## config.mk

```make
export PLATFORM = sky130hd
export DESIGN_NAME = pfa_cfg
export DESIGN_NICKNAME = d
export VERILOG_FILES = /design/src/rtl/pfa_pkg.sv /design/src/rtl/pfa_cfg.sv
export SDC_FILE = /design/constraint.sdc
export NUM_CORES = 1
export LEC_CHECK = 0
export BUFFER_PORTS_ARGS = -buffer_cell sky130_fd_sc_hd__clkbuf_2
export CAP_MARGIN = 0
export CORE_UTILIZATION = 34
export DETAILED_ROUTE_END_ITERATION = 6
export HOLD_SLACK_MARGIN = 0.02
export PLACE_DENSITY = 0.75
export SKIP_CTS_REPAIR_TIMING = 1
export SLEW_MARGIN = 5
export SYNTH_ARGS = -nofsm -noshare
export SYNTH_HDL_FRONTEND = slang
export SYNTH_SLANG_ARGS = --single-unit
```

## constraint.sdc

```tcl
create_clock -name clk -period 0.83 [get_ports clk]
set_input_delay 0.0415 -clock clk [delete_from_list [all_inputs] [get_ports clk]]
set_output_delay 0.0415 -clock clk [all_outputs]
set_load 0.005 [all_outputs]
```

## src/rtl/pfa_pkg.sv

```systemverilog
// ----------------------------------------------------------------------------
// pfa_pkg
// Shared types and constants of the pixel format access unit.
// ----------------------------------------------------------------------------
package pfa_pkg;

  // stored pixel layouts
  typedef enum logic [1:0] {
    FMT_MONO  = 2'd0,
    FMT_ALPHA = 2'd1,
    FMT_RGB   = 2'd2,
    FMT_RGBA  = 2'd3
  } pix_fmt_t;

  // configuration register indexes
  typedef enum logic [1:0] {
    REG_WIDTH  = 2'd0,
    REG_HEIGHT = 2'd1,
    REG_FORMAT = 2'd2
  } reg_idx_t;

  // operations of the shared address unit
  typedef enum logic [2:0] {
    AOP_HOLD    = 3'd0,
    AOP_MAC_EXT = 3'd1,
    AOP_MAC_ACC = 3'd2,
    AOP_REDUCE  = 3'd3,
    AOP_INC     = 3'd4
  } addr_op_t;

  // sequencer states
  typedef enum logic [2:0] {
    ST_IDLE    = 3'd0,
    ST_MAC_ROW = 3'd1,
    ST_MAC_PIX = 3'd2,
    ST_REDUCE  = 3'd3,
    ST_ACCESS  = 3'd4,
    ST_MONO_WR = 3'd5,
    ST_FLUSH   = 3'd6,
    ST_FIN     = 3'd7
  } seq_state_t;

  // status of the address unit toward the sequencer
  typedef struct packed {
    logic red_last;
    logic red_none;
  } addr_stat_t;

  localparam logic [7:0] WIDTH_RST  = 8'd128;
  localparam logic [7:0] HEIGHT_RST = 8'd128;
  localparam logic [1:0] CH_RED     = 2'd0;
  localparam logic [1:0] CH_ALPHA   = 2'd3;
  localparam logic [7:0] FULL_ON    = 8'd255;
  localparam int         MONO_SHIFT = 3;

endpackage

```

## src/rtl/pfa_cfg.sv

```systemverilog
// ----------------------------------------------------------------------------
// pfa_cfg
// APB register block holding image width, image height and pixel format.
// ----------------------------------------------------------------------------
module pfa_cfg (
  input  logic              clk,
  input  logic              rst,
  input  logic              psel,
  input  logic              penable,
  input  logic              pwrite,
  input  logic [3:0]        paddr,
  input  logic [31:0]       pwdata,
  output logic [31:0]       prdata,
  output logic              pready,
  output logic [7:0]        image_width,
  output logic [7:0]        image_height,
  output pfa_pkg::pix_fmt_t pixel_format
);
  import pfa_pkg::*;

  logic     wr_en;
  reg_idx_t idx;

  assign pready = 1'b1;
  assign wr_en  = psel && penable && pwrite && pready;
  assign idx    = reg_idx_t'(paddr[3:2]);

  // register writes
  always_ff @(posedge clk) begin
    if (rst) begin
      image_width  <= WIDTH_RST;
      image_height <= HEIGHT_RST;
      pixel_format <= FMT_RGBA;
    end else if (wr_en) begin
      case (idx)
        REG_WIDTH:  image_width  <= pwdata[7:0];
        REG_HEIGHT: image_height <= pwdata[7:0];
        REG_FORMAT: pixel_format <= pix_fmt_t'(pwdata[1:0]);
        default:    ;
      endcase
    end
  end

  // read back
  always_comb begin
    case (idx)
      REG_WIDTH:  prdata = {24'd0, image_width};
      REG_HEIGHT: prdata = {24'd0, image_height};
      REG_FORMAT: prdata = {30'd0, pixel_format};
      default:    prdata = 32'd0;
    endcase
  end

endmodule

```

==> impl_metrics.yaml <==
status:
  status: "finished, violations left"
  violations: "negative setup slack"
logic_synthesis:
  yosys_warnings: 0
  yosys.area.top_type: "dfxtp_1"
  yosysTopAreaCellShare: 0.327
  synth_seq_cells: 18
  synth.avg_cell_area_sq_um: 8.95
  synth_cell_types: 17
  synth_seq_area_share: 0.327
  syn_area_sq_um: 1100
  netlist_instances: 123
  synth_area_leaders: "dfxtp_1 (33%), mux2i_1 (24%), buf_4 (17%)"
finish:
  fin_cells: 215
  antenna_cells: 0
  layout.area.seq_sq_um: 383
  multi_input_area_sq_um: 627
  fin_util: 0.479
  drive_gt1_frac: 0.456
  fill_cells: 321
  final_net_count: 214
  syn_to_final_growth_pct: 32.7
place:
  dp.cells: 208
  routabilityCongestion: 0.753
  port_buffers: 40
  hpwl_mm: 1.76
floorplan:
  core_region_area_sq_um: 3050
  num_rows: 20
  die_area_sq_um: 3470
  initial_core_util: 0.361
  die_h_microns: 58.9
  dieWidth_microns: 58.9
  io_pins: 92
global_route:
  grt_pass1_vias: 767
  gr-total-overflow: 0
  track_usage: 0.136
  grt_pass1_wl_mm: 3.51
  antenna_found_initial: 0
  grt_start_max_net_pins: 29
clocking:
  cts_tree: "built"
  cts_buffers: 3
  htreeDepth: 1
  insertion_delay_ps: 280
  clock_tree.buffer_depth: 2
  path_clk_slew_ps: 100
  cts_root_buffer: "clkbuf_4"
  cts.sinks: 18
worst_setup_path:
  crit_arrival_ps: 960
  rr_worst_depth: 3
  r2r-end: "image_width[0]$_SDFFE_PP0P_"
  crit_required_ps: 790
  path_max_fanout: 2
  end_kind: "output port"
  criticalPathCategory: "flop to output port"
  rrSetupSlack_ps: 140
  reg2reg_from: "image_width[0]$_SDFFE_PP0P_"
  start_kind: "flop"
detailed_routing:
  viasPerCell: 4.09
  vias: 879
  drc: 0
  ant_nets: 0
  drt_iter0_markers: 6
  firstDrtPassIters: 4
  wire_per_inst_microns: 10.8
  wirelength_mm: 2.31
pwr:
  power.density_nw_per_um2: 1060
  max-vdd-ir-drop_uv: 608
  p_leak_uw: 0.000729
  finalPower_uw: 1540
sta:
  fin_crit_sh: 1.20
  fin_skew_ps: 0
  setup_violations: 15
  timing.hold.ws_ps: 17.4
  final_max_slew_viol_count: 0
  fin_crit_ps: 1000
  fmax_ghz: 1.00
  rsz0062_at_grt: "yes"
  fin_ws_ps: -170
  hold_violations: 0
run:
  drv_cap: 0
min_path:
  hp-class: "input port to flop"
  hp-start: "pwdata[3]"
  holdPathEnd: "image_height[3]$_SDFFE_PP0P_"
  min_path_cells: 3
==> layout make-up <==
type                    count  area share
multi-input cells          96       0.429
repair buffers             54       0.256
clock buffers               3      0.0154
flip-flops and latches     18       0.262
well taps                  44      0.0377
==> kinds of logic after synthesis <==
logic type,after synthesis,share of synthesized area
buf+inv,32,0.199
mux,26,0.236
compound gates,2,0.00909
simple gates,43,0.222
flops,18,0.327
other cells,2,0.00682
==> placed cells by master (no fill, tap or decap) <==
cell | Yosys | final
buf_2 | 4 | 2
clkbuf_4 | 0 | 3
clkbuf_2 | 0 | 32
nor3b_2 | 1 | 1
o21ai_1 | 0 | 2
nor3_1 | 1 | 1
conb_1 | 2 | 25
buf_6 | 0 | 11
mux2i_1 | 26 | 26
nand2_1 | 2 | 2
nor2b_1 | 1 | 1
nand2b_1 | 21 | 21
or3_1 | 1 | 1
nor3b_4 | 0 | 1
buf_4 | 25 | 8
nor2_1 | 13 | 13
nand3_4 | 0 | 1
or3b_1 | 1 | 1
buf_12 | 0 | 1
dfxtp_2 | 0 | 18
==> stage by stage <==
step | instance area, sq um | TNS [ps] | setup WS [ps]
detailed placement | 1330 | -2200 | -192
global route | 1460 | -2110 | -231
finish | 1460 | -1340 | -170
CTS | 1350 | -1770 | -277
floorplan | 1210 | -20.3 | -8.29
global placement | 1330 | -1830 | -163
==> how the worst max path moves through the flow <==
| stage | to | slack (ps) | startpoint | depth (start not counted) |
|---|---|---|---|---|
| 3_5_place_dp | image_width[3]$_SDFFE_PP0P_ | -190 | pwrite | 4 |
| 6_report | prdata[1] | -170 | image_height[1]$_SDFFE_PP0P_ | 3 |
| 3_3_place_gp | image_width[4]$_SDFFE_PP0P_ | -160 | pwrite | 4 |
| 5_1_grt | prdata[0] | -230 | image_width[0]$_SDFFE_PP0P_ | 3 |
| 2_1_floorplan | image_height[7]$_SDFFE_PP1P_ | -8 | pwrite | 4 |
| 4_1_cts | prdata[1] | -280 | image_height[1]$_SDFFE_PP0P_ | 3 |
==> cells in the mapped netlist (all sizes together) <==
master	instances
buf	29
mux2i	26
nand2b	21
dfxtp	18
nor2	13
clkbuf	3
conb	2
nand2	2
nor3b	2
o21ai	2
nand3	1
nor2b	1
nor3	1
or3	1
or3b	1
==> registers in the layout, indices dropped and copies added, names as in the netlist <==
name	flops
image_width	8
image_height	8
pixel_format	2
==> worst max-delay path: stages (launching register included) <==
cell and delay [ps]:
dfxtp_2 360, mux2i_1 80, o21ai_1 120, clkbuf_2 120
==> routing by layer <==
metal  GRT usage  vias to the layer above  wire length, microns
met3      0.0286                        4                   160
met5           0                        -                     0
met4      0.0612                        0                    34
met2       0.222                       40                  1090
met1       0.171                      391                  1030
li1            -                      444                     -
==> power by group <==
group / switching [uW] / leakage, uW / internal [uW]
sequential: 8.56 / 0.000151 / 876
clock: 241 / 0.0000138 / 168
combinational: 130 / 0.000564 / 119
total: 380 / 0.000729 / 1160
Power figures use the tool's default switching activity.
