===== config.mk =====
export PLATFORM = sky130hd
export DESIGN_NAME = pfa_addr
export DESIGN_NICKNAME = d
export VERILOG_FILES = /design/src/rtl/pfa_pkg.sv /design/src/rtl/pfa_addr.sv
export SDC_FILE = /design/constraint.sdc
export NUM_CORES = 1
export LEC_CHECK = 0
export BUFFER_PORTS_ARGS = -buffer_cell sky130_fd_sc_hd__buf_2
export CAP_MARGIN = 40
export CELL_PAD_IN_SITES_DETAIL_PLACEMENT = 1
export CELL_PAD_IN_SITES_GLOBAL_PLACEMENT = 1
export CORE_MARGIN = 1.5
export CORE_UTILIZATION = 42
export DETAILED_ROUTE_END_ITERATION = 8
export PLACE_DENSITY = 0.83
export SLEW_MARGIN = 10
export SYNTH_ARGS = -nofsm -noshare
export SYNTH_HDL_FRONTEND = slang
export SYNTH_SLANG_ARGS = --single-unit

===== constraint.sdc =====
create_clock -name clk -period 5.5 [get_ports clk]
set_input_delay 0.55 -clock clk [delete_from_list [all_inputs] [get_ports clk]]
set_output_delay 0.55 -clock clk [all_outputs]
set_load 0.01 [all_outputs]

===== src/rtl/pfa_pkg.sv =====
// ----------------------------------------------------------------------------
// pfa_pkg
// Shared types and constants of the pixel format access unit.
// ----------------------------------------------------------------------------
package pfa_pkg;

  // stored pixel layouts
  typedef enum logic [1:0] {
    FMT_MONO  = 2'd0,
    FMT_ALPHA = 2'd1,
    FMT_RGB   = 2'd2,
    FMT_RGBA  = 2'd3
  } pix_fmt_t;

  // configuration register indexes
  typedef enum logic [1:0] {
    REG_WIDTH  = 2'd0,
    REG_HEIGHT = 2'd1,
    REG_FORMAT = 2'd2
  } reg_idx_t;

  // operations of the shared address unit
  typedef enum logic [2:0] {
    AOP_HOLD    = 3'd0,
    AOP_MAC_EXT = 3'd1,
    AOP_MAC_ACC = 3'd2,
    AOP_REDUCE  = 3'd3,
    AOP_INC     = 3'd4
  } addr_op_t;

  // sequencer states
  typedef enum logic [2:0] {
    ST_IDLE    = 3'd0,
    ST_MAC_ROW = 3'd1,
    ST_MAC_PIX = 3'd2,
    ST_REDUCE  = 3'd3,
    ST_ACCESS  = 3'd4,
    ST_MONO_WR = 3'd5,
    ST_FLUSH   = 3'd6,
    ST_FIN     = 3'd7
  } seq_state_t;

  // status of the address unit toward the sequencer
  typedef struct packed {
    logic red_last;
    logic red_none;
  } addr_stat_t;

  localparam logic [7:0] WIDTH_RST  = 8'd128;
  localparam logic [7:0] HEIGHT_RST = 8'd128;
  localparam logic [1:0] CH_RED     = 2'd0;
  localparam logic [1:0] CH_ALPHA   = 2'd3;
  localparam logic [7:0] FULL_ON    = 8'd255;
  localparam int         MONO_SHIFT = 3;

endpackage


===== src/rtl/pfa_addr.sv =====
// ----------------------------------------------------------------------------
// pfa_addr
// Shared address unit: multiply-add, restoring modulo reduction by the store
// size, and wrapping increment, all on one accumulator.
// ----------------------------------------------------------------------------
module pfa_addr #(
  parameter int MAX_DIM     = 128,
  parameter int STORE_BYTES = 65536
) (
  input  logic                           clk,
  input  logic                           rst,
  input  pfa_pkg::addr_op_t              op,
  input  logic [$clog2(MAX_DIM)-1:0]     opa,
  input  logic [7:0]                     opb,
  input  logic [$clog2(MAX_DIM)-1:0]     opc,
  output logic [$clog2(STORE_BYTES)-1:0] addr,
  output pfa_pkg::addr_stat_t            stat
);
  import pfa_pkg::*;

  localparam int ADDR_W    = $clog2(STORE_BYTES);
  localparam int LIN_W     = $clog2(MAX_DIM * MAX_DIM * 4);
  localparam int ACC_W     = (LIN_W > ADDR_W) ? LIN_W : ADDR_W;
  localparam int RED_STEPS = (LIN_W >= ADDR_W) ? LIN_W - ADDR_W + 1 : 0;
  localparam int RED_SHIFT = (RED_STEPS > 0) ? RED_STEPS - 1 : 0;
  localparam int RC_W      = (RED_STEPS > 1) ? $clog2(RED_STEPS) : 1;
  localparam longint unsigned DSH_L = longint'(STORE_BYTES) << RED_SHIFT;
  localparam logic [ACC_W-1:0] DSH_INIT = ACC_W'(DSH_L);
  localparam logic [ACC_W:0]   STORE_V  = (ACC_W+1)'(STORE_BYTES);
  localparam logic [RC_W-1:0]  RED_INIT = RC_W'(RED_SHIFT);

  logic [ACC_W-1:0] acc, acc_next;
  logic [ACC_W-1:0] dsh, dsh_next;
  logic [RC_W-1:0]  red_cnt, red_cnt_next;
  logic [ACC_W-1:0] mul_a;
  logic [ACC_W+7:0] mac;
  logic [ACC_W:0]   inc;
  logic [ACC_W:0]   diff;

  // one multiplier, one subtractor and one incrementer shared by all steps
  always_comb begin
    mul_a = (op == AOP_MAC_ACC) ? acc : ACC_W'(opa);
    mac   = (ACC_W+8)'(mul_a) * (ACC_W+8)'(opb) + (ACC_W+8)'(opc);
    inc   = {1'b0, acc} + (ACC_W+1)'(1);
    diff  = {1'b0, acc} - {1'b0, dsh};

    acc_next     = acc;
    dsh_next     = dsh;
    red_cnt_next = red_cnt;
    case (op)
      AOP_MAC_EXT, AOP_MAC_ACC: begin
        acc_next     = mac[ACC_W-1:0];
        dsh_next     = DSH_INIT;
        red_cnt_next = RED_INIT;
      end
      AOP_REDUCE: begin
        // subtract the store size shifted down one place per step
        if (!diff[ACC_W]) begin
          acc_next = diff[ACC_W-1:0];
        end
        dsh_next     = dsh >> 1;
        red_cnt_next = red_cnt - RC_W'(1);
      end
      AOP_INC: begin
        acc_next = (inc == STORE_V) ? '0 : inc[ACC_W-1:0];
      end
      default: ;
    endcase
  end

  always_ff @(posedge clk) begin
    if (rst) begin
      red_cnt <= '0;
    end else begin
      red_cnt <= red_cnt_next;
    end
    acc <= acc_next;
    dsh <= dsh_next;
  end

  assign addr          = acc[ADDR_W-1:0];
  assign stat.red_last = (red_cnt == '0);
  assign stat.red_none = (RED_STEPS == 0);

endmodule


==> impl_metrics.ini, run 1 <==
[outcome]
status = finished clean

[cells_and_area]
instances_no_fill = 673
drive_gt1_share_pct = 15.56
n_fill_cell = 1168
seq_area_sq_um = 500.5
antenna_cells = 0
area_delta_synth_final_pct = 13.00
nets = 668
multiInputGateArea_sq_um = 3379

[clocking]
cts-root-buf = clkbuf_8
cts_tree = done
cts.sink_count = 17
cts_inserted_buffers = 3
clk_latency_ps = 260
htreeDepth = 1
clkTransAtPathRegs_ps = 70
cts_buffer_depth = 2
ctsHoldBuffers = 0

[critical_path]
worst_path_max_delay_cell = fa_1
crit_top_cell = fa_1
worstPathRequired_ps = 5510
critPathMaxFanout = 8
worst_ep_arrival_time_ps = 5260
r2r-start = addr[3]
r2r_slack_ps = 600
r2r_cells = 16
timing.rr.end = addr[15]
cpPeakStageDelay_ps = 550
end_kind = register
path_class = in -> reg
worst_setup_path_start_kind = input pin
worstPathCellList = buf_2 -> nor3b_4 -> buf_12 -> mux2_4 -> and2_1 -> fa_1 -> fa_1 -> fa_1 -> inv_1 -> fa_1 -> inv_1 -> ha_4 -> o21a_1 -> o31ai_1 -> a21oi_2 -> nand4_1 -> a311oi_2 -> xnor2_1 -> o21ai_1

[synth]
synth_edf_count = 16
syn_area_sq_um = 4320
ys_ff_latch = 17
synth_fp_nets = 619
synthArstFlopShare_pct = 0
yosysWarnings = 0
synthCells = 492
synth.distinct_cells = 48
synth_flop_cell = edfxtp_1
synth.avg_cell_area_sq_um = 8.781
synth.yosys.seq_area_share_pct = 11.58

[place]
dp_hpwl_mm = 9.837
post-place-cells = 668
gp_congestion = 0.8823
port_buffers = 43

[floorplanning]
dieArea_sq_um = 10900
initial_utilization_pct = 43.80
dieHeight_um = 104.4
die_w_um = 104.4
rows = 36
core_region_area_sq_um = 9864
pin_count = 45

[flow_run]
cap_violations = 0

[drt]
routed_via_density = 5.299
drtAntennaViolNets = 0
num_vias = 3566
drt-total-wl_mm = 12.27
drc_errors = 0
dr.pass1.iters = 4
wl_per_cell_um = 18.23
drt_iter0_drc = 131

[sta]
fmax_mhz = 190.6
rsz0062_at_grt = no
timing.final.crit_period_ps = 5247
final_hold_viol_count = 0
fin_skew_ps = 4.087
slew_headroom_pct = 55.92
finalSetupViolCount = 0
timing.final.crit_share_pct = 95.41
maxSlewViolCount = 0
max_slew.worst_pin.slew_ps = 656.8

[global_route]
antenna_found_initial = 0
grt-ovfl-total = 0
grt_pass1_vias = 4144
grt_start_max_net_pins = 39
grtUsageTotal_pct = 23.76
grt_pass1_wl_mm = 20.51

[power]
power.leakage_nw = 2.440
power.total_w = 0.002238
p_per_area_nw_per_um2 = 458.3
peakVddDrop_mv = 0.3164

[min_path]
hold_path_end = red_cnt
hold_start = rst
hold_path.class = in -> reg
holdPathStages = 2
[placed cells by master (no fill, tap or decap), types with 3 or more instances in the layout]
cell,synthesis,layout
o21ai_0,5,4
inv_1,110,110
fa_1,66,66
a31oi_1,3,3
buf_4,2,19
nand3_1,6,6
a21oi_1,10,10
and3_1,34,34
and2_1,25,25
xor2_1,19,19
nor2_1,16,16
buf_2,2,43
ha_1,34,33
xnor2_1,17,17
o21ai_1,4,5
nor2b_1,14,14
mux2_4,0,5
clkbuf_8,0,3
nand2_1,42,42
o21a_1,3,3
nand4_1,3,3
edfxtp_1,16,16
o22ai_1,7,7
nand2b_1,5,5
[report_power, final]
group | internal, W | switching, W | total [W] | leakage (nW)
Clock | 0.0000516 | 0.0000466 | 0.0000982 | 0.0228
Sequential | 0.000254 | 0.000130 | 0.000385 | 0.162
Combinational | 0.000791 | 0.000964 | 0.00175 | 2.26
[critical path: cells and delay by family]
family	cells	cell delay [ps]
adders and majority gates	5	2330
AOI/OAI and AO/OA	5	830
and+or+nand+nor	3	600
buffers and inverters	4	420
muxes	1	360
xor gates and xnor gates	1	160
[per-stage QoR]
step                instance area [sq um]  setup WS [ps]  setup TNS, ps  hold WS, ps  utilization [%]
finish                               4882          252.7              0        446.2            49.49
global route                         4882          15.69              0        447.1            49.49
CTS                                  4828          66.79              0        445.0            48.95
detailed placement                   4783         -197.7         -295.3        461.3            48.49
global placement                     4783          76.42              0        456.6            48.49
floorplan                            4328         -5.985         -5.985        431.4                -
[how the worst max path moves through the flow]
stage / endpoint / cells after the start / slack [ps] / start
after floorplan: addr[15] / 20 / -6 / op[2]
final: addr[15] / 19 / 250 / op[0]
after detailed placement: addr[15] / 19 / -200 / op[0]
after CTS: addr[15] / 19 / 70 / op[0]
after global routing: addr[15] / 20 / 20 / op[0]
after global placement: addr[12] / 18 / 80 / op[0]
[state kept, by name, summed over array words and instances, names as in the netlist]
name / cells
red_cnt: 1
addr: 16
[cells by family (layout without fill, tap and decap cells)]
kind of cell | Yosys count | after routing | share of synthesized area, %
other | 1 | 1 | 0.08680
buffers and inverters | 129 | 177 | 11.44
AND/OR/NAND/NOR | 156 | 156 | 19.75
AO/OA/AOI/OAI | 45 | 45 | 7.124
XOR/XNOR | 37 | 37 | 7.819
flip-flops | 17 | 17 | 11.58
multiplexers | 7 | 7 | 1.767
adder cells (fa/ha/maj) | 100 | 100 | 40.43
[Yosys cell counts (4+ instances only)]
| library cell | count | share of area (%) |
|---|---|---|
| inv_1 | 110 | 9.6 |
| a21oi_1 | 10 | 1.2 |
| mux2_2 | 5 | 1.3 |
| nand2_1 | 42 | 3.6 |
| o22ai_1 | 7 | 1.0 |
| nand3_1 | 6 | 0.70 |
| edfxtp_1 | 16 | 11 |
| nor2b_1 | 14 | 2.0 |
| clkbuf_1 | 15 | 1.3 |
| o21ai_0 | 5 | 0.58 |
| and3_1 | 34 | 4.9 |
| o21ai_1 | 4 | 0.46 |
| xor2_1 | 19 | 3.9 |
| nand2b_1 | 5 | 0.72 |
| and2_1 | 25 | 3.6 |
| nor2_1 | 16 | 1.4 |
| fa_1 | 66 | 31 |
| ha_1 | 34 | 9.8 |
| xnor2_1 | 17 | 3.4 |
[layout make-up]
cell class | count | share of cell area (%)
sequential | 17 | 10.25
clock buffer | 4 | 0.9226
timing repair buffer | 63 | 7.740
multi-input combinational | 346 | 69.22
inverter | 110 | 8.457
tap | 133 | 3.409
[layer usage]
metal / vias to the layer above / GRT usage, % / part of all wire [%]
met5: - / 0 / 0
li1: 1632 / - / -
met4: 0 / 8.135 / 3.0
met3: 36 / 3.383 / 4.6
met2: 101 / 43.05 / 52
met1: 1797 / 28.64 / 40
[timing repair]
item,CTS,global route
resized for setup,0,8
setup endpoints to repair,0,2
buffers inserted,0,1
(Power assumes the default switching activity.)
==> inputs of run 2 (changes only) <==
--- a/config.mk
+++ b/config.mk
@@ -8,9 +8,9 @@
 export BUFFER_PORTS_ARGS = -buffer_cell sky130_fd_sc_hd__buf_2
 export CAP_MARGIN = 40
 export CELL_PAD_IN_SITES_DETAIL_PLACEMENT = 1
-export CELL_PAD_IN_SITES_GLOBAL_PLACEMENT = 1
+export CELL_PAD_IN_SITES_GLOBAL_PLACEMENT = 2
 export CORE_MARGIN = 1.5
-export CORE_UTILIZATION = 42
+export CORE_UTILIZATION = 34
 export DETAILED_ROUTE_END_ITERATION = 8
 export PLACE_DENSITY = 0.83
 export SLEW_MARGIN = 10
==> run 2 against run 1 <==
Compared with the run above:
- routed wire length fell by 1.2%
- largest cell class unchanged
- via count fell by 2.5%
- worst setup slack improved by 2.3 ps
- register-to-register slack got worse by 20 ps
- highest routed layer unchanged
- first-iteration DRC count fell by 24%
- critical path depth fell by 1
- die area rose by 23%
- fmax barely moved
- sequential cell count did not move
- non-clock buffer count fell by 6
- core utilization fell by 9.4 points
==> impl_metrics.ini, run 2 (same netlist as run 1, synthesis figures left out) <==
[sta]
final_hold_viol_count = 0
fmax_mhz = 190.7
finalSetupTns_ps = 0
fin_skew_ps = 4.959
maxSlewViolCount = 0
fin_ws_ps = 255.0
max_slew.worst_pin.slew_ps = 559.4
timing.final.crit_period_ps = 5245
rsz0062_at_grt = no
timing.final.crit_share_pct = 95.36
finalSetupViolCount = 0
slew_headroom_pct = 62.71

[clocking]
ctsHoldBuffers = 0
cts_inserted_buffers = 3
cts.sink_count = 17
cts_tree = done
cts-root-buf = clkbuf_16
clk_latency_ps = 260
cts_buffer_depth = 2
clkTransAtPathRegs_ps = 60
htreeDepth = 1

[power]
power.leakage_nw = 2.424
seq_power_share_pct = 18.0
p_switching_w = 0.001116
internal_power_w = 0.001099
sw_frac_of_total_pct = 50.38
p_clk_share_pct = 6.8
p_per_area_nw_per_um2 = 452.6
p_comb_share_pct = 75.2
peakVddDrop_mv = 0.1996

[cells_and_area]
nets = 662
seq_area_sq_um = 500.5
final_cell_mix = 110 x inv_1, 66 x fa_1, 43 x buf_2, 42 x nand2_1
antenna_cells = 0
area_delta_synth_final_pct = 13.26
drive_gt1_share_pct = 14.61
utilization_pct = 40.07
n_fill_cell = 1487
largest_reg_flops = 16
multiInputGateArea_sq_um = 3357
final_common_cell = inv_1

[min_path]
hold_path_end = red_cnt
holdPathStages = 2
hold_path.class = in -> reg
hold_start = rst

[place]
dp_hpwl_mm = 9.839
dp_slack_ps = -74.35
port_buffers = 43
gp_congestion = 0.8273

[floorplanning]
pin_count = 45
core_region_area_sq_um = 12210
dieHeight_um = 115.7
dieArea_sq_um = 13390
die_w_um = 115.7
initial_utilization_pct = 35.38
rows = 40

[drt]
num_vias = 3477
routed_via_density = 4.953
dr.pass1.iters = 4
drt-total-wl_mm = 12.12
drtAntennaViolNets = 0
drc_errors = 0
wl_per_cell_um = 17.26
drt_iter0_drc = 99

[global_route]
grt-ovfl-total = 0
grtUsageTotal_pct = 19.94
grt_pass1_wl_mm = 20.59
grt_pass1_vias = 4035
grt_start_max_net_pins = 39
antenna_found_initial = 0

[critical_path]
timing.rr.end = addr[12]
end_kind = register
path_class = in -> reg
worstPathRequired_ps = 5490
r2r-start = addr[2]
worst_ep_arrival_time_ps = 5230
r2r_slack_ps = 580
worst_setup_path_start_kind = input pin
critPathMaxFanout = 8
r2r_cells = 17

[outcome]
status = finished clean

[flow_run]
cap_violations = 0
-- run 2: changes by cell type in the layout (fill, tap and decap cells not counted), sizes merged --
cell,change
buf,-6
clkbuf,-1
clkinv,+1
-- run 2: worst max path at each step --
stage,from,endpoint,slack [ps],depth (start not counted)
6_report,op[0],addr[12],250,18
5_1_grt,op[0],addr[12],10,20
4_1_cts,op[0],addr[14],150,18
3_5_place_dp,op[0],addr[14],-70,18
3_3_place_gp,op[0],addr[14],-70,18
2_1_floorplan,op[2],addr[15],-6,20
-- run 2: timing repair --
item	4_1_cts	5_1_grt
resized for setup	0	4
setup endpoints to repair	0	3
setup buffers	0	0
-- run 2: power by group through the flow --
stage / Clock [W] / Sequential, W / Combinational, W
2_1_floorplan: 0 / 0.000327 / 0.00120
3_3_place_gp: 0 / 0.000396 / 0.00160
3_5_place_dp: 0 / 0.000396 / 0.00166
4_1_cts: 0.000151 / 0.000396 / 0.00168
5_1_grt: 0.000156 / 0.000405 / 0.00189
6_report: 0.000152 / 0.000398 / 0.00167
-- run 2: through the flow --
| step | instance area [sq um] | std cells | power, W | hold WS, ps |
|---|---|---|---|---|
| 2_1_floorplan | 4328 | 492 | 0.001525 | 431.4 |
| 3_3_place_gp | 4790 | 698 | 0.001993 | 451.2 |
| 3_5_place_dp | 4790 | 698 | 0.002053 | 464.0 |
| 4_1_cts | 4870 | 702 | 0.002227 | 453.5 |
| 5_1_grt | 4893 | 702 | 0.002451 | 460.1 |
| 6_report | 4893 | 702 | 0.002215 | 451.8 |
-- run 2: layout make-up --
| class | instances | share of cell area [%] |
|---|---|---|
| well taps | 168 | 4.296 |
| inverters | 110 | 8.438 |
| clock buffers | 3 | 1.534 |
| flip-flops and latches | 17 | 10.23 |
| clock inverters | 1 | 0.1023 |
| repair buffers | 57 | 6.801 |
| multi-input cells | 346 | 68.60 |
-- run 2: critical path, stage by stage --
cell and delay, ps:
buf_2 120, nor3b_4 220, buf_12 170, mux2_2 440, and2_1 200, fa_1 390
fa_1 550, inv_1 50, fa_1 470, fa_1 580, inv_1 50, ha_1 330
inv_1 100, o21bai_1 120, o41a_4 400, a31oi_1 220, xor2_1 190, o22ai_1 90
-- run 2: metal layers --
| metal | wire length (um) | GRT usage, % | vias up |
|---|---|---|---|
| li1 | - | - | 1620 |
| met1 | 5292 | 25.43 | 1784 |
| met2 | 6321 | 36.84 | 55 |
| met3 | 245 | 0.7322 | 18 |
| met4 | 261 | 5.854 | 0 |
| met5 | 0 | 0 | - |
